[src/mie_pkg.sv]
`timescale 1ns / 1ps
// ----------------------------------------------------------------------------
// mie_pkg
// Shared types, codes and sizes for the minimum-ID election manager.
// ----------------------------------------------------------------------------
`default_nettype none

package mie_pkg;

  // Default configuration
  localparam int NumReasonsDef = 4;
  localparam int IdBitsDef     = 16;

  // Fixed field widths
  localparam int ModeW   = 3;
  localparam int ReasonW = 2;
  localparam int CandW   = 16;
  localparam int CntW    = 8;
  localparam int KindW   = 2;

  localparam logic [CntW-1:0] CntMax = '1;

  typedef enum logic [ModeW-1:0] {
    MODE_START   = 3'd0,
    MODE_REQUEST = 3'd1,
    MODE_ACK     = 3'd2,
    MODE_FINISH  = 3'd3,
    MODE_SET_NB  = 3'd4
  } mode_e;

  typedef enum logic [KindW-1:0] {
    KIND_CANDIDACY = 2'd0,
    KIND_ACK       = 2'd1,
    KIND_FINISH    = 2'd2,
    KIND_WON       = 2'd3
  } kind_e;

  typedef struct packed {
    logic [ModeW-1:0]   mode;
    logic [ReasonW-1:0] reason;
    logic [CandW-1:0]   candidate_id;
    logic [CntW-1:0]    neighbor_count;
  } mie_item_t;

  typedef struct packed {
    logic [KindW-1:0]   kind;
    logic [ReasonW-1:0] out_reason;
    logic [CandW-1:0]   out_candidate;
    logic               last;
  } mie_result_t;

  // Controller -> datapath
  typedef struct packed {
    logic load;  // capture the incoming item
    logic exec;  // run the event against the entry table
    logic walk;  // one step of the neighbor-drop walk
  } mie_cmd_t;

  // Datapath -> controller
  typedef struct packed {
    logic walk_need;  // neighbor count drops, walk the table
    logic walk_done;  // walk index sits on the last entry
  } mie_status_t;

endpackage

`default_nettype wire

[src/mie_ctrl.sv]
`timescale 1ns / 1ps
// ----------------------------------------------------------------------------
// mie_ctrl
// Sequencer: capture, execute, then optionally walk the entry table.
// ----------------------------------------------------------------------------
`default_nettype none

module mie_ctrl (
  input  wire logic                 clk_i,
  input  wire logic                 rst_ni,
  input  wire logic                 start_i,
  input  wire mie_pkg::mie_status_t status_i,
  output mie_pkg::mie_cmd_t         cmd_o,
  output logic                      busy_o
);

  typedef enum logic [1:0] {
    ST_IDLE,
    ST_EXEC,
    ST_WALK
  } state_e;

  state_e state_q;
  logic   busy_q;

  always_comb begin
    cmd_o.load = (state_q == ST_IDLE) && start_i;
    cmd_o.exec = (state_q == ST_EXEC);
    cmd_o.walk = (state_q == ST_WALK);
  end

  assign busy_o = busy_q;

  always_ff @(posedge clk_i or negedge rst_ni) begin
    if (!rst_ni) begin
      state_q <= ST_IDLE;
      busy_q  <= 1'b0;
    end else begin
      unique case (state_q)
        ST_IDLE: begin
          if (start_i) begin
            state_q <= ST_EXEC;
            busy_q  <= 1'b1;
          end
        end
        ST_EXEC: begin
          if (status_i.walk_need) begin
            state_q <= ST_WALK;
          end else begin
            state_q <= ST_IDLE;
            busy_q  <= 1'b0;
          end
        end
        ST_WALK: begin
          if (status_i.walk_done) begin
            state_q <= ST_IDLE;
            busy_q  <= 1'b0;
          end
        end
        default: begin
          state_q <= ST_IDLE;
          busy_q  <= 1'b0;
        end
      endcase
    end
  end

endmodule

`default_nettype wire

[src/mie_datapath.sv]
`timescale 1ns / 1ps
// ----------------------------------------------------------------------------
// mie_datapath
// Entry table, item register, vote logic and result register.
// ----------------------------------------------------------------------------
`default_nettype none

module mie_datapath #(
  parameter int NUM_REASONS = mie_pkg::NumReasonsDef,
  parameter int ID_BITS     = mie_pkg::IdBitsDef
) (
  input  wire logic                                clk_i,
  input  wire logic                                rst_ni,
  input  wire mie_pkg::mie_cmd_t                   cmd_i,
  output mie_pkg::mie_status_t                     status_o,
  input  wire mie_pkg::mie_item_t                  item_i,
  input  wire logic                                cfg_we_i,
  input  wire logic [mie_pkg::CandW-1:0]           cfg_wdata_i,
  output logic                                     result_valid_o,
  output mie_pkg::mie_result_t                     result_o
);

  localparam int IdxW  = (NUM_REASONS > 1) ? $clog2(NUM_REASONS) : 1;
  localparam int CandW = (ID_BITS < mie_pkg::CandW) ? ID_BITS : mie_pkg::CandW;
  localparam int CntW  = mie_pkg::CntW;

  mie_pkg::mie_item_t          item_q;
  logic [mie_pkg::CandW-1:0]   self_q;
  logic [CntW-1:0]             cur_nb_q;
  logic [IdxW-1:0]             walk_idx_q;
  logic [NUM_REASONS-1:0]      valid_q;
  logic [CandW-1:0]            cand_q    [NUM_REASONS];
  logic [CntW-1:0]             for_q     [NUM_REASONS];
  logic [CntW-1:0]             against_q [NUM_REASONS];
  logic [CntW-1:0]             await_q   [NUM_REASONS];
  logic                        res_valid_q;
  mie_pkg::mie_result_t        res_q;

  logic                        res_valid_d;
  mie_pkg::mie_result_t        res_d;
  logic [CntW-1:0]             cur_nb_d;

  logic [CandW-1:0]            cand_m, self_m;
  logic [CntW-1:0]             nb;
  logic                        reason_ok;
  logic [IdxW-1:0]             rsn_idx, rd_idx;
  logic                        e_valid;
  logic [CandW-1:0]            e_cand;
  logic [CntW-1:0]             e_for, e_against, e_await;

  // entry write port
  logic                        ent_we;
  logic [CandW-1:0]            nv_cand;
  logic [CntW-1:0]             nv_for, nv_against, nv_await;
  logic                        vld_we, vld_nv;

  logic [NUM_REASONS-1:0]      win_vec, later_win;

  assign cand_m    = item_q.candidate_id[CandW-1:0];
  assign self_m    = self_q[CandW-1:0];
  assign nb        = item_q.neighbor_count;
  assign reason_ok = 32'(item_q.reason) < NUM_REASONS;
  assign rsn_idx   = IdxW'(item_q.reason);
  assign rd_idx    = cmd_i.walk ? walk_idx_q : rsn_idx;

  assign e_valid   = valid_q[rd_idx];
  assign e_cand    = cand_q[rd_idx];
  assign e_for     = for_q[rd_idx];
  assign e_against = against_q[rd_idx];
  assign e_await   = await_q[rd_idx];

  // Entries that win once the awaited count becomes the new neighbor count
  always_comb begin
    for (int j = 0; j < NUM_REASONS; j++) begin
      win_vec[j]   = valid_q[j] && (for_q[j] == nb) && (against_q[j] == '0);
      later_win[j] = win_vec[j] && (IdxW'(j) > walk_idx_q);
    end
  end

  assign status_o.walk_need = (mie_pkg::mode_e'(item_q.mode) == mie_pkg::MODE_SET_NB)
                              && (cur_nb_q > nb);
  assign status_o.walk_done = (walk_idx_q == IdxW'(NUM_REASONS - 1));

  always_comb begin
    logic [CntW-1:0] inc_for, inc_against;
    logic            won;

    res_valid_d = 1'b0;
    res_d       = res_q;
    cur_nb_d    = cur_nb_q;
    ent_we      = 1'b0;
    nv_cand     = e_cand;
    nv_for      = e_for;
    nv_against  = e_against;
    nv_await    = e_await;
    vld_we      = 1'b0;
    vld_nv      = 1'b0;
    inc_for     = e_for;
    inc_against = e_against;
    won         = 1'b0;

    if (cmd_i.exec) begin
      if (mie_pkg::mode_e'(item_q.mode) == mie_pkg::MODE_SET_NB) begin
        cur_nb_d = nb;
      end else if (reason_ok) begin
        res_d.out_reason = item_q.reason;
        res_d.last       = 1'b1;
        unique case (mie_pkg::mode_e'(item_q.mode))
          mie_pkg::MODE_START: begin
            if (!e_valid) begin
              ent_we              = 1'b1;
              vld_we              = 1'b1;
              vld_nv              = 1'b1;
              nv_cand             = self_m;
              nv_for              = '0;
              nv_against          = '0;
              nv_await            = cur_nb_q;
              res_valid_d         = 1'b1;
              res_d.kind          = mie_pkg::KIND_CANDIDACY;
              res_d.out_candidate = mie_pkg::CandW'(self_m);
            end
          end
          mie_pkg::MODE_REQUEST: begin
            ent_we = 1'b1;
            if (e_valid) begin
              if (e_cand > cand_m) nv_cand = cand_m;
            end else begin
              vld_we     = 1'b1;
              vld_nv     = 1'b1;
              nv_cand    = cand_m;
              nv_for     = '0;
              nv_against = '0;
              nv_await   = cur_nb_q;
            end
            res_valid_d         = 1'b1;
            res_d.kind          = mie_pkg::KIND_ACK;
            res_d.out_candidate = mie_pkg::CandW'(nv_cand);
          end
          mie_pkg::MODE_ACK: begin
            if (e_valid) begin
              if (cand_m == self_m) begin
                if (e_for != mie_pkg::CntMax) inc_for = e_for + CntW'(1);
              end else begin
                if (e_against != mie_pkg::CntMax) inc_against = e_against + CntW'(1);
              end
              ent_we     = 1'b1;
              nv_for     = inc_for;
              nv_against = inc_against;
              won        = (inc_for == e_await) && (inc_against == '0);
              if (won) begin
                res_valid_d         = 1'b1;
                res_d.kind          = mie_pkg::KIND_WON;
                res_d.out_candidate = '0;
              end
            end
          end
          mie_pkg::MODE_FINISH: begin
            vld_we = 1'b1;
            vld_nv = 1'b0;
            if (e_valid && (e_cand == self_m)) begin
              res_valid_d         = 1'b1;
              res_d.kind          = mie_pkg::KIND_FINISH;
              res_d.out_candidate = '0;
            end
          end
          default: ;
        endcase
      end
    end

    if (cmd_i.walk && e_valid) begin
      ent_we   = 1'b1;
      nv_await = nb;
      if (win_vec[walk_idx_q]) begin
        res_valid_d         = 1'b1;
        res_d.kind          = mie_pkg::KIND_WON;
        res_d.out_reason    = mie_pkg::ReasonW'(walk_idx_q);
        res_d.out_candidate = '0;
        res_d.last          = ~|later_win;
      end
    end
  end

  // control and configuration state
  always_ff @(posedge clk_i or negedge rst_ni) begin
    if (!rst_ni) begin
      self_q      <= '0;
      cur_nb_q    <= '0;
      valid_q     <= '0;
      res_valid_q <= 1'b0;
      walk_idx_q  <= '0;
    end else begin
      if (cfg_we_i) self_q <= cfg_wdata_i;
      cur_nb_q    <= cur_nb_d;
      res_valid_q <= res_valid_d;
      if (vld_we) valid_q[rd_idx] <= vld_nv;
      if (cmd_i.load) begin
        walk_idx_q <= '0;
      end else if (cmd_i.walk) begin
        walk_idx_q <= walk_idx_q + IdxW'(1);
      end
    end
  end

  // payload: item, result, entry fields
  always_ff @(posedge clk_i) begin
    if (cmd_i.load) item_q <= item_i;
    res_q <= res_d;
    if (ent_we) begin
      cand_q[rd_idx]    <= nv_cand;
      for_q[rd_idx]     <= nv_for;
      against_q[rd_idx] <= nv_against;
      await_q[rd_idx]   <= nv_await;
    end
  end

  assign result_valid_o = res_valid_q;
  assign result_o       = res_q;

endmodule

`default_nettype wire

[src/min_id_election_manager.sv]
`timescale 1ns / 1ps
// ----------------------------------------------------------------------------
// min_id_election_manager
// Minimum-ID leader election manager: one election entry per reason.
// ----------------------------------------------------------------------------
//  channel  | signals                      | transfer
//  ---------+------------------------------+---------------------------------
//  command  | start_i, busy_o, item_i      | edge with start_i & !busy_o
//  result   | result_valid_o, result_o     | every cycle result_valid_o is high
//  config   | cfg_we_i, cfg_wdata_i        | edge with cfg_we_i (local site ID)
//
//  Start, request, ack and finish first capture the command into the item
//  register, then read-modify-write the entry; the result is registered.
//  A neighbor update that lowers the count then walks the table, one entry
//  per cycle, with at most one won result per cycle.
//  Reset clears all entry valid bits, the neighbor count and the site ID.
//  Results cannot be stalled: each one is present for one cycle only.
//  Config writes are only allowed while busy_o is low.
// ----------------------------------------------------------------------------
`default_nettype none

module min_id_election_manager #(
  parameter int NUM_REASONS = mie_pkg::NumReasonsDef,
  parameter int ID_BITS     = mie_pkg::IdBitsDef
) (
  input  wire logic                       clk_i,
  input  wire logic                       rst_ni,
  // command
  input  wire logic                       start_i,
  output logic                            busy_o,
  input  wire mie_pkg::mie_item_t         item_i,
  // config
  input  wire logic                       cfg_we_i,
  input  wire logic [mie_pkg::CandW-1:0]  cfg_wdata_i,
  // result
  output logic                            result_valid_o,
  output mie_pkg::mie_result_t            result_o
);

  mie_pkg::mie_cmd_t    cmd;
  mie_pkg::mie_status_t status;

  // sequencer: IDLE -> EXEC -> (WALK) -> IDLE
  mie_ctrl u_ctrl (
    .clk_i    (clk_i),
    .rst_ni   (rst_ni),
    .start_i  (start_i),
    .status_i (status),
    .cmd_o    (cmd),
    .busy_o   (busy_o)
  );

  // entry table and result register
  mie_datapath #(
    .NUM_REASONS (NUM_REASONS),
    .ID_BITS     (ID_BITS)
  ) u_datapath (
    .clk_i          (clk_i),
    .rst_ni         (rst_ni),
    .cmd_i          (cmd),
    .status_o       (status),
    .item_i         (item_i),
    .cfg_we_i       (cfg_we_i),
    .cfg_wdata_i    (cfg_wdata_i),
    .result_valid_o (result_valid_o),
    .result_o       (result_o)
  );

`ifndef SYNTH
  // an accepted command always keeps the block busy for the execute cycle
  a_busy_after_start: assert property (@(posedge clk_i) disable iff (!rst_ni)
    start_i && !busy_o |=> busy_o)
    else $error("busy_o not raised after command transfer");

  // results only come out of a cycle in which the block was working
  a_result_from_work: assert property (@(posedge clk_i) disable iff (!rst_ni)
    result_valid_o |-> $past(busy_o))
    else $error("result without preceding work cycle");

  // only the neighbor walk can produce more than one result per command
  a_single_non_walk: assert property (@(posedge clk_i) disable iff (!rst_ni)
    result_valid_o && (result_o.kind != mie_pkg::KIND_WON) |-> result_o.last)
    else $error("non-win result not marked last");
`endif

endmodule

`default_nettype wire

[config.mk]
export PLATFORM = sky130hd
export DESIGN_NAME = min_id_election_manager
export DESIGN_NICKNAME = d
export VERILOG_FILES = /design/src/mie_pkg.sv /design/src/mie_ctrl.sv /design/src/mie_datapath.sv /design/src/min_id_election_manager.sv
export SDC_FILE = /design/constraint.sdc
export NUM_CORES = 1
export LEC_CHECK = 0
export BUFFER_PORTS_ARGS = -buffer_cell sky130_fd_sc_hd__buf_2
export CELL_PAD_IN_SITES_DETAIL_PLACEMENT = 0
export CELL_PAD_IN_SITES_GLOBAL_PLACEMENT = 2
export CORE_MARGIN = 2
export CORE_UTILIZATION = 41
export DETAILED_ROUTE_END_ITERATION = 12
export GPL_ROUTABILITY_DRIVEN = 0
export MAX_ROUTING_LAYER = met4
export PLACE_DENSITY = 0.75
export SLEW_MARGIN = 20
export SYNTH_ARGS = -nofsm -noshare
export SYNTH_HDL_FRONTEND = slang
export SYNTH_SLANG_ARGS = --single-unit
[constraint.sdc]
create_clock -name clk_i -period 6.43 [get_ports clk_i]
set_input_delay 1.286 -clock clk_i [delete_from_list [all_inputs] [get_ports clk_i]]
set_output_delay 1.286 -clock clk_i [all_outputs]
set_load 0.005 [all_outputs]
======== Word-level counts from Yosys, hierarchy flattened ========
Memory sizes are Yosys's and may differ from the RTL's.
Cells that the tools add are included.
operators by class
  reduce and logical (&&, ||, !) cells .... 32
  mux-type cells .......................... 87
  eq/ne operators ......................... 19
  add/subtract/negate cells ............... 3
  $lt $le $gt $ge ......................... 9
operators by type and width
  cell                                                                           count
  8-bit two-way mux                                                              25
  16-bit two-way mux                                                             9
  21-bit two-way mux                                                             4
  16-bit case mux with 4 select lines                                            1
  8-bit == test                                                                  5
  8-bit zero test                                                                5
  16-bit == test                                                                 2
  16-bit case mux with 2 select lines                                            1
  8-bit case mux with 2 select lines                                             2
  1-bit two-way mux                                                              25
  2-bit two-way mux                                                              10
  1-bit logical AND                                                              18
  8-bit by 1-bit adder with 8-bit output (second input constant)                 2
  16-bit > comparator                                                            1
  8-bit != test (second input constant)                                          2
  8-bit > comparator                                                             1
  2-bit case mux with 4 select lines                                             1
  3-bit by 2-bit == test with 1-bit output (second input constant)               2
  2-bit by 3-bit less-than comparator with 1-bit output (second input constant)  2
  2-bit != test (second input constant)                                          3
  1-bit case mux with 3 select lines                                             2
  2-bit case mux with 3 select lines                                             1
  1-bit binary-select mux with 2-bit select                                      2
  4-bit bitwise mux                                                              1
  19 further kinds                                                               23
storage, ports and cells
  input bits .............................. 49
  logic and storage cells ................. 169
  bits in writable memories ............... 160
  memories ................................ 4
  output and inout port bits .............. 23
  flip-flop bits (word level) ............. 84
memories
  memory                depth  width  read ports  clocked after Yosys merged registers in  wr ports  RTL line            source
  u_datapath.cand_q     4      16     1           0                                        1         mie_datapath.sv:32  logic [CandW-1:0] cand_q [NUM_REASONS];
  u_datapath.against_q  4      8      5           0                                        1         mie_datapath.sv:34  logic [CntW-1:0] against_q [NUM_REASONS];
  u_datapath.await_q    4      8      1           0                                        1         mie_datapath.sv:35  logic [CntW-1:0] await_q [NUM_REASONS];
  u_datapath.for_q      4      8      5           0                                        1         mie_datapath.sv:33  logic [CntW-1:0] for_q [NUM_REASONS];

======== Logic depth before layout (Yosys ltp) ========
Gate-level depths: netlist of the first run.
An unclocked memory read counts as a cell.
  word-level depth ........................ 19
  mapped depth ............................ 22
  gate-level depth less buffers ........... 17

======== By module ========
A second synthesis of the first run with hierarchy kept.
unflattened totals
  cells, all modules ...................... 1046
  area total of the unflattened synthesis .. 12829.8 µm²
modules (own cells, without submodules)
  module        cells each  instances  sequential area each (µm²)  area each (µm²)
  mie_datapath  1033        1          6871.6                      12682.2
  mie_ctrl      13          1          75.1                        147.6

======== Least setup slack after synthesis of the first run ========
Ideal clock, no wire load.
  path type ............................... reg-to-reg
  start point ............................. register u_ctrl.state_q[0]
  end point ............................... memory u_datapath.against_q[0][0], enable pin
  data required time ...................... 5.992 ns
  setup time .............................. 0.438 ns
  path buffers ............................ 4
  cell stages (with the launch flop) ...... 13
  period minus slack after synthesis ...... 4.472 ns
  path slack .............................. 1.958 ns
  arrival ................................. 4.034 ns
  cell sequence ........................... dfrtp_1 nand2b_1 buf_6 a31oi_4 buf_6 buf_2 o22ai_1 or2_2 clkbuf_1 o21ai_0 nor2b_1 a21oi_1 nor2_1
between the ends
  cells in the longest elaborated chain, start to end .. 11
  elaborated cells on any way between the ends .. 14
  classes of those cells .................. eq/ne: 2; mux: 11; reduce/logical: 1
ends and longest elaborated chain
  element                                    RTL line                                  source
  from (decl)                                mie_ctrl.sv:23                            state_e state_q;
  from (signal assigned)                     mie_ctrl.sv:36                            state_q <= ST_IDLE;
  from (signal assigned)                     mie_ctrl.sv:42                            state_q <= ST_EXEC;
  from (signal assigned)                     mie_ctrl.sv:48                            state_q <= ST_WALK;
  2-bit == test                              mie_ctrl.sv:29                            cmd_o.walk = (state_q == ST_WALK);
  2-bit two-way mux                          mie_datapath.sv:64                        assign rd_idx = cmd_i.walk ? walk_idx_q : rsn_idx;
  1-bit binary-select mux with 2-bit select  mie_datapath.sv:66                        assign e_valid = valid_q[rd_idx];
  1-bit two-way mux (implied by the code)    mie_datapath.sv:66
  1-bit two-way mux (on tied branches)       mie_datapath.sv:140, mie_datapath.sv:110
  1-bit case mux with 3 select lines         mie_datapath.sv:108                       unique case (mie_pkg::mode_e'(item_q.mode))
  1-bit two-way mux                          mie_datapath.sv:103                       if (mie_pkg::mode_e'(item_q.mode) == mie_pkg::MODE_SET_NB) begin
  1-bit two-way mux                          mie_datapath.sv:102                       if (cmd_i.exec) begin
  1-bit two-way mux                          mie_datapath.sv:171                       if (cmd_i.walk && e_valid) begin
  1-bit two-way mux                          mie_datapath.sv:209                       if (ent_we) begin
  1-bit two-way mux (implied by the code)    mie_datapath.sv:212                       against_q[rd_idx] <= nv_against;
  to (decl)                                  mie_datapath.sv:34
Parallel ways exist; a longest one is shown, timed or not. The select of a mux whose other input is x is not followed.

==> impl_metrics.yaml, run 1 <==
critical_path:
  path_class: "register to register"
  reg2reg_from: "u_ctrl.state_q[0]"
  worstPathMaxFanout: 32
  required_ps: 6860
  worstRegToRegCells: 15
  r2r_end: "u_datapath.result_o[11]"
  rrSetupSlack_ps: 1120
  setup.worst_path.end_class: "register"
  crit_arrival_ps: 5740
  cp-start-kind: "register"
synth:
  synthSimpleGateAreaFrac_pct: 12.8
  async_reset_ff_share_pct: 13.9
  synth.avg_cell_area_sq_um: 11.2
  synth_top_family_by_area: "compound AO/OA/AOI/OAI gates"
  ys_types: 80
  yosysSeqAreaShare_pct: 56.3
  ys_top_cells_by_count: "edfxtp_1, nand2_1, nor2_1, o21ai_0, o22ai_1"
  synthTopCellsByArea: "edfxtp_1, dfrtp_1, dfxtp_1"
  synth_flop_cell: "edfxtp_1"
  ys_ff_latch: 244
  synth_top_area_share_pct: 46.0
  yosysWarnings: 0
  synth.cell_area_sq_mm: 0.0123
  synth_edf_count: 189
  syn-num-nets: 1182
  muxShareOfSynthArea_pct: 3.37
  synthXorXnorAreaFrac_pct: 4.54
  synthAdderAreaFrac_pct: 2.94
  yosysMostFrequentCell: "edfxtp_1"
  synth_compound_area_share_pct: 16.3
  synth_cells: 1104
  yosysTopAreaCell: "edfxtp_1"
detailed_routing:
  routed_wirelength_microns: 36600
  drt_iter0_markers: 729
  vias_per_cell: 5.72
  first_pass_iters: 5
  via_count: 9039
  drc: 0
  drtAntennaViolNets: 0
  wire_per_inst_microns: 23.1
power_and_ir_drop:
  pwr-share-seq_pct: 45.9
  p_sw_w: 0.00129
  ir_worst_vdd_mv: 0.202
  intPower_w: 0.00304
  clkPwrFrac_pct: 34.2
  power_density_mw_per_mm2: 309
  p_total_w: 0.00432
  power_frac_comb_pct: 19.9
  power.share.switching_pct: 29.7
  p_leak_nw: 5.17
clock_tree:
  clock_latency_ps: 540
  cts_setup_buffers: 0
  clock_path_buffers: 3
  cts_tree: "built"
  cts_buffers: 28
  cts_max_level: 1
  clockRootBuffer: "clkbuf_16"
  ctsHoldBuffers: 0
  path_clk_slew_ps: 60
  cts_resized: 0
  cts_num_sinks: 244
placement:
  hpwl_microns: 26800
  dp_cells: 1530
  io_buffers: 71
  dpl_cell_area_sq_mm: 0.0131
sta:
  max-slew-margin-rel_pct: 32.4
  period_share_pct: 82.6
  fin_crit_ps: 5310
  setup_viol: 0
  finClkSkew_ps: 11.4
  finalHoldViolCount: 0
  timing_max_transition_violations_final: 0
  timing.fmax_mhz: 188
  worst_pin_slew_ps: 1010
  setup_tns_ps: 0
  rsz0062_at_grt: "no"
job:
  maxCapViolCount: 0
cells_and_area:
  nets: 1248
  fin_area_sq_mm: 0.0140
  area_delta_synth_final_pct: 13.4
  diodes: 0
  stdcell_count: 1581
  drive_gt1_share_pct: 16.5
grt:
  grt_pass1_vias: 9035
  grt_max_degree: 35
  overflow: 0
  grt_usage_pct: 24.3
  grt_pass1_wl_microns: 55500
  antenna_found_initial: 0
die:
  pin_count: 72
  fp.dieH_microns: 178
  row_count: 63
  dieArea_sq_mm: 0.0315
  start_util_pct: 41.7
  die_x_microns: 178
  core_area_sq_mm: 0.0296
hold_path:
  hold_depth: 2
  min_from: "u_datapath.result_o[10]"
  hold_path_class: "register to register"
  hold_end: "u_datapath.result_o[10]"
outcome:
  outcome: "finished clean"
[power by group through the flow]
stage | registers, W | clock network, W | logic, W
after floorplan | 0.00196 | 0 | 0.000586
after CTS | 0.00198 | 0.00150 | 0.000865
after detailed placement | 0.00201 | 0 | 0.000861
after global placement | 0.00201 | 0 | 0.000856
after global routing | 0.00200 | 0.00156 | 0.000954
final | 0.00199 | 0.00148 | 0.000860
[logic make-up (layout without fill, tap and decap cells)]
group,Yosys count,in the layout
XOR/XNOR,64,64
flip-flops,244,244
AO/OA/AOI/OAI,305,305
AND/OR/NAND/NOR,319,319
multiplexers,37,37
buffers and inverters,106,193
adder cells (fa/ha/maj),29,29
[layout by cell type, fill, tap and decap left out, types with 7 or more instances in the layout]
cell       count
o22ai_1       60
nand2_1       91
ha_1          29
buf_4         17
dfrtp_1       34
a21oi_1       50
dfxtp_1       21
nor3_1        19
inv_1         50
nand4b_1       7
nand4_1       18
xor2_1        30
a22oi_1       24
nor2_1        84
mux2_2        19
buf_2         72
a31oi_1        7
o21a_1         8
nand3_1       22
or3_1          7
nand2b_1       7
xnor2_1       34
mux2i_1       15
nor4_1        16
o21ai_2        9
edfxtp_1     189
clkinv_2       8
o21ai_0       77
o211ai_1       7
clkbuf_16     29
[metrics by stage]
| step | utilization (%) | hold WS [ps] | setup WS, ps |
|---|---|---|---|
| 3_5_place_dp | 44.4 | 455 | 1130 |
| 4_1_cts | 47.2 | 470 | 1100 |
| 3_3_place_gp | 44.3 | 450 | 1190 |
| 6_report | 47.2 | 469 | 1120 |
| 2_1_floorplan | - | 450 | 1960 |
| 5_1_grt | 47.2 | 478 | 788 |
[worst max-delay path: stages, from the launching register on]
cell,delay (ps)
dfrtp_1,420
nand2b_1,520
mux2_4,610
o22ai_1,220
nor2_1,190
ha_1,290
inv_1,100
nor4b_4,400
nand4_2,180
mux2_4,340
nor4_1,280
a21boi_1,180
or4b_4,510
a31oi_4,620
buf_4,240
o21ai_2,50
[state kept, by name (all words and copies together) (netlist names), 2 cells and up]
signal / cells
u_ctrl.state_q: 2
u_datapath.against_q: 32
u_datapath.await_q: 32
u_datapath.cand_m: 16
u_datapath.cand_q: 64
u_datapath.cur_nb_q: 8
u_datapath.for_q: 32
u_datapath.item_q: 3
u_datapath.nb: 8
u_datapath.result_o: 21
u_datapath.rsn_idx: 2
u_datapath.self_m: 16
u_datapath.valid_q: 4
u_datapath.walk_idx_q: 2
[metal layers]
metal	vias to the layer above	wire length (microns)	share of wire (%)	track usage (%)
met5	-	0	0	-
met4	0	1020	2.8	6.69
met3	56	1640	4.5	2.66
met2	239	18100	49	41.6
met1	4459	15800	43	30.4
li1	4285	-	-	-
[layout make-up]
type | instances | area, sq um
clock buffers | 34 | 744
clock inverters | 17 | 109
fillers | 2805 | 15600
inverters | 50 | 188
multi-input cells | 754 | 4980
flip-flops and latches | 244 | 6950
well taps | 390 | 488
repair buffers | 92 | 548
[worst max-delay path by stage]
| stage | start | end | slack [ps] |
|---|---|---|---|
| final | u_ctrl.state_q[0] | u_datapath.result_o[11] | 1120 |
| after global routing | u_ctrl.state_q[0] | u_datapath.cand_q[1][7] | 790 |
| after detailed placement | u_ctrl.state_q[0] | u_datapath.result_o[11] | 1130 |
| after floorplan | u_ctrl.state_q[0] | u_datapath.against_q[0][0] | 1960 |
| after global placement | u_ctrl.state_q[0] | u_datapath.result_o[3] | 1190 |
| after CTS | u_ctrl.state_q[0] | u_datapath.result_o[11] | 1100 |
(Power assumes the default switching activity.)
==> run 2, diff against run 1 <==
--- a/config.mk
+++ b/config.mk
@@ -5,15 +5,16 @@
 export SDC_FILE = /design/constraint.sdc
 export NUM_CORES = 1
 export LEC_CHECK = 0
+export ABC_AREA = 1
 export BUFFER_PORTS_ARGS = -buffer_cell sky130_fd_sc_hd__buf_2
 export CELL_PAD_IN_SITES_DETAIL_PLACEMENT = 0
 export CELL_PAD_IN_SITES_GLOBAL_PLACEMENT = 2
 export CORE_MARGIN = 2
-export CORE_UTILIZATION = 41
+export CORE_UTILIZATION = 34
 export DETAILED_ROUTE_END_ITERATION = 12
 export GPL_ROUTABILITY_DRIVEN = 0
 export MAX_ROUTING_LAYER = met4
-export PLACE_DENSITY = 0.75
+export PLACE_DENSITY = 0.72
 export SLEW_MARGIN = 20
 export SYNTH_ARGS = -nofsm -noshare
 export SYNTH_HDL_FRONTEND = slang
==> constraint.sdc (replaced) <==
create_clock -name clk_i -period 4.8 [get_ports clk_i]
set_input_delay 0.96 -clock clk_i [delete_from_list [all_inputs] [get_ports clk_i]]
set_output_delay 0.96 -clock clk_i [all_outputs]
set_load 0.005 [all_outputs]
==> impl_metrics.yaml, run 2 <==
sta:
  rsz0062_at_grt: "no"
  setup_tns_ps: 0
  finalHoldViolCount: 0
  timing.fmax_mhz: 230
  setup_viol: 0
  max-slew-margin-rel_pct: 31.4
  fin_crit_ps: 4350
  finClkSkew_ps: 20.2
  layout_setup_ws_ps: 448
  worst_pin_slew_ps: 1000
  timing_max_transition_violations_final: 0
  period_share_pct: 90.7
placement:
  hpwl_microns: 32100
  io_buffers: 71
  dp_slack_ps: 456
synth:
  ys_types: 48
  synth.cell_area_sq_mm: 0.0132
  ys_top_cells_by_count: "nand2_1, edfxtp_1, inv_1, nor2_1, o21ai_0"
  synth_cells: 1546
  yosysTopAreaCell: "edfxtp_1"
  synth.avg_cell_area_sq_um: 8.57
  synthTopCellsByArea: "edfxtp_1, nand2_1, dfrtp_1"
  syn-num-nets: 1624
  yosysMostFrequentCell: "nand2_1"
  ys_ff_latch: 244
  synth_top_area_share_pct: 42.8
  yosysWarnings: 0
  synth_edf_count: 189
  async_reset_ff_share_pct: 13.9
  synth_flop_cell: "edfxtp_1"
  yosysSeqAreaShare_pct: 52.4
clock_tree:
  cts_num_sinks: 244
  clockRootBuffer: "clkbuf_16"
  clock_path_buffers: 3
  clock_latency_ps: 580
  cts_tree: "built"
  cts_max_level: 1
  ctsHoldBuffers: 0
  cts_resized: 0
  cts_buffers: 29
  cts_setup_buffers: 0
  path_clk_slew_ps: 60
die:
  pin_count: 72
  die_x_microns: 201
  fp.dieH_microns: 201
  dieArea_sq_mm: 0.0406
  start_util_pct: 34.4
  row_count: 72
  core_area_sq_mm: 0.0386
outcome:
  outcome: "finished clean"
detailed_routing:
  vias_per_cell: 4.93
  via_count: 10700
  routed_wirelength_microns: 43700
  first_pass_iters: 5
  drtAntennaViolNets: 0
  drc: 0
  wire_per_inst_microns: 20.2
  drt_iter0_markers: 735
critical_path:
  worstPathCellList: "inv_2, nand2_2, nand2_4, nand2_4, inv_2, nand2_1, buf_12, or2_2, nand3_1, inv_1, ha_1, nand2_1, inv_1, a21boi_0, o21bai_1, nand3_1, a32o_1, nand2_1, buf_4, nand2_1, o211ai_1, nand2_1, nand2_1, o21ai_1"
  required_ps: 5080
  cp-start-kind: "register"
  critPathSlowestCell: "dfrtp_1"
  setup.worst_path.end_class: "register"
  path_class: "register to register"
  cpPeakStageDelay_ps: 400
  worstPathMaxFanout: 22
  crit_arrival_ps: 4630
  crit_top_cell: "nand2_1"
cells_and_area:
  regMostFlops: "u_datapath.cand_q"
  drive_gt1_share_pct: 12.5
  layout_commonest_cell: "nand2_1"
  largest_reg_flops: 64
  layout_common_cells: "nand2_1, edfxtp_1, inv_1"
  area_delta_synth_final_pct: 14.9
  nets: 1703
hold_path:
  hold_path_class: "register to register"
grt:
  antenna_found_initial: 0
  grt_pass1_vias: 10700
  grt_pass1_wl_microns: 66300
  grt_usage_pct: 22.2
  overflow: 0
  grt_max_degree: 38
power_and_ir_drop:
  ir_worst_vdd_mv: 0.272
  power_density_mw_per_mm2: 421
  p_leak_nw: 6.49
job:
  maxCapViolCount: 0
run 2: layout make-up:
class,instances,area [sq um]
Fill cell,4049,23300
Sequential cell,244,6950
Multi-Input combinational cell,1059,5360
Clock buffer,30,729
Inverter,192,721
Tap cell,518,648
Timing Repair Buffer,99,603
Clock inverter,23,209
Antenna cell,1,2.50
run 2: report_power, final:
group	switching, W	total, W	internal [W]
Sequential	0.000162	0.00272	0.00255
Clock	0.000921	0.00218	0.00126
Combinational	0.00105	0.00151	0.000463
Total	0.00213	0.00642	0.00428
run 2: path summary, 6_finish.rpt:
kind,slack [ps],to,start,cells past startpoint
setup / recovery,450,u_datapath.cand_q[2][12],u_ctrl.state_q[0],24
hold / removal,510,u_datapath.valid_q[2],u_datapath.valid_q[2],2
setup reg to reg,450,u_datapath.cand_q[2][12],u_ctrl.state_q[0],24
hold reg to reg,510,u_datapath.valid_q[2],u_datapath.valid_q[2],2
max in group asynchronous,3660,u_datapath.cur_nb_q[5],rst_ni,1
min in group asynchronous,540,u_datapath.walk_idx_q[1],rst_ni,1
run 2: cells by family (layout without fill, tap and decap cells):
logic type	count (synthesis)	in the layout	synth area share, %
AND/OR/NAND/NOR	688	688	21.9
other	0	1	0
buffers and inverters	243	344	7.38
XOR/XNOR	28	28	1.85
AO/OA/AOI/OAI	314	314	13.7
flip-flops	244	244	52.4
adder cells (fa/ha/maj)	29	29	2.74
run 2: layer usage:
layer  part of all wire [%]  up-vias  track usage (%)  wire length (microns)
met1                     43     5027             27.1                  19000
met5                      0        -                -                      0
met2                     50      214             38.3                  21700
met3                    3.7       69             2.90                   1610
li1                       -     5378                -                      -
met4                    3.3        0             6.72                   1440
run 2: worst max-delay path, delay by kind of cell (launching register included):
kind	cells	cell delay (ps)
and+or+nand+nor	12	1660
AOI/OAI and AO/OA	5	800
buffers and inverters	6	920
DFF	1	400
adders and majority gates	1	280
run 2: stage by stage:
| stage | instances | hold WS, ps | total power (W) | utilization (%) | area, sq um |
|---|---|---|---|---|---|
| finish | 2166 | 509 | 0.00642 | 39.5 | 15200 |
| floorplan | 1546 | 471 | 0.00368 | - | 13200 |
| CTS | 2165 | 512 | 0.00648 | 39.5 | 15200 |
| detailed placement | 2112 | 499 | 0.00428 | 37.0 | 14300 |
| global route | 2165 | 538 | 0.00677 | 39.5 | 15200 |
| global placement | 2112 | 493 | 0.00428 | 37.0 | 14300 |
==> run 3, diff against run 2 <==
--- a/config.mk
+++ b/config.mk
@@ -11,6 +11,7 @@
 export CELL_PAD_IN_SITES_GLOBAL_PLACEMENT = 2
 export CORE_MARGIN = 2
 export CORE_UTILIZATION = 34
+export CTS_BUF_LIST = sky130_fd_sc_hd__clkbuf_16
 export DETAILED_ROUTE_END_ITERATION = 12
 export GPL_ROUTABILITY_DRIVEN = 0
 export MAX_ROUTING_LAYER = met4
==> impl_metrics.yaml, run 3 (synthesis results as in run 2) <==
hold_path:
  hold_end: "u_datapath.valid_q[2]"
  min_from: "u_datapath.valid_q[2]"
  hold_depth: 2
  hold_path_class: "register to register"
power_and_ir_drop:
  power_density_mw_per_mm2: 421
  p_leak_nw: 6.50
  ir_worst_vdd_mv: 0.272
critical_path:
  required_ps: 5080
  rrSetupSlack_ps: 450
  reg2reg_from: "u_ctrl.state_q[0]"
  crit_top_cell: "nand2_1"
  cpPeakStageDelay_ps: 400
  cp-start-kind: "register"
  crit_arrival_ps: 4630
  r2r_end: "u_datapath.cand_q[2][12]"
  worstPathCellList: "inv_2, nand2_2, nand2_4, nand2_4, inv_2, nand2_1, buf_12, or2_2, nand3_1, inv_1, ha_1, nand2_1, inv_1, a21boi_0, o21bai_1, nand3_1, a32o_1, nand2_1, buf_4, nand2_1, o211ai_1, nand2_1, nand2_1, o21ai_1"
  path_class: "register to register"
  worstRegToRegCells: 24
  critPathSlowestCell: "dfrtp_1"
  worstPathMaxFanout: 22
  setup.worst_path.end_class: "register"
cells_and_area:
  largest_reg_flops: 64
  stdcell_count: 2166
  layout_common_cells: "nand2_1, edfxtp_1, inv_1"
  regMostFlops: "u_datapath.cand_q"
  drive_gt1_share_pct: 12.5
  nets: 1703
  area_delta_synth_final_pct: 14.9
  layout_commonest_cell: "nand2_1"
detailed_routing:
  vias_per_cell: 4.93
  via_count: 10700
  routed_wirelength_microns: 43700
  drt_iter0_markers: 735
  first_pass_iters: 5
  drtAntennaViolNets: 0
  drc: 0
  wire_per_inst_microns: 20.2
clock_tree:
  cts_max_level: 1
  cts_setup_buffers: 0
  cts_resized: 0
  clock_latency_ps: 580
  cts_tree: "built"
  cts_buffers: 29
  ctsHoldBuffers: 0
  clockRootBuffer: "clkbuf_16"
  cts_num_sinks: 244
  path_clk_slew_ps: 60
  clock_path_buffers: 3
die:
  pin_count: 72
  fp.dieH_microns: 201
  dieArea_sq_mm: 0.0406
  core_area_sq_mm: 0.0386
  die_x_microns: 201
  start_util_pct: 34.4
  row_count: 72
sta:
  finClkSkew_ps: 20.2
  finalHoldViolCount: 0
  worst_pin_slew_ps: 1000
  period_share_pct: 90.7
  hold_ws_ps: 509
  fin_crit_ps: 4350
  timing_max_transition_violations_final: 0
  setup_viol: 0
  layout_setup_ws_ps: 448
  timing.fmax_mhz: 230
  setup_tns_ps: 0
  max-slew-margin-rel_pct: 31.4
  rsz0062_at_grt: "no"
grt:
  overflow: 0
  grt_max_degree: 38
  grt_pass1_vias: 10700
  grt_pass1_wl_microns: 66300
  grt_usage_pct: 22.2
  antenna_found_initial: 0
placement:
  dp_cells: 2112
  hpwl_microns: 32100
  io_buffers: 71
  dp_slack_ps: 456
outcome:
  outcome: "finished clean"
job:
  maxCapViolCount: 0
run 3: cell count changes in the layout (fill, tap and decap cells not counted), sizes merged:
cell	change
inv	+1
clkbuf	-1
run 3: how the worst max path moves through the flow:
| stage | startpoint | end | slack [ps] |
|---|---|---|---|
| final | u_ctrl.state_q[0] | u_datapath.cand_q[2][12] | 450 |
| after global routing | u_ctrl.state_q[1] | u_datapath.cand_q[0][6] | 60 |
| after CTS | u_ctrl.state_q[1] | u_datapath.cand_q[2][12] | 440 |
| after detailed placement | u_ctrl.state_q[0] | u_datapath.cand_q[1][12] | 460 |
| after global placement | u_ctrl.state_q[0] | u_datapath.cand_q[0][4] | 510 |
| after floorplan | u_datapath.walk_idx_q[0] | u_datapath.against_q[0][0] | 780 |
run 3: layout make-up:
cell class	instances	area, sq um
fillers	4049	23300
flip-flops and latches	244	6950
multi-input cells	1059	5360
clock buffers	29	726
inverters	192	721
well taps	518	648
repair buffers	99	603
clock inverters	24	213
diodes	1	2.50
run 3: through the flow:
step	util (%)	total power, W	cell area, sq um
floorplan	-	0.00368	13200
CTS	39.5	0.00648	15200
detailed placement	37.0	0.00428	14300
global placement	37.0	0.00428	14300
finish	39.5	0.00641	15200
global route	39.5	0.00676	15200
run 3: layer usage:
layer / GRT usage [%] / vias to the layer above / routed length [microns] / part of all wire, %
met5: - / - / 0 / 0
met4: 6.72 / 0 / 1440 / 3.3
met3: 2.90 / 69 / 1610 / 3.7
met2: 38.3 / 214 / 21700 / 50
met1: 27.1 / 5027 / 19000 / 43
li1: - / 5378 / - / -
run 3: critical path: cells and delay by family, from the launching register on:
| family | cells | cell delay (ps) |
|---|---|---|
| AO/OA/AOI/OAI | 5 | 800 |
| adder cells (fa/ha/maj) | 1 | 280 |
| buffers and inverters | 6 | 920 |
| flip-flops | 1 | 400 |
| AND/OR/NAND/NOR | 12 | 1660 |
run 3: power by group:
group | internal, W | switching (W) | leakage (nW)
combinational | 0.000463 | 0.00105 | 3.72
sequential | 0.00255 | 0.000162 | 2.32
clock | 0.00126 | 0.000921 | 0.456
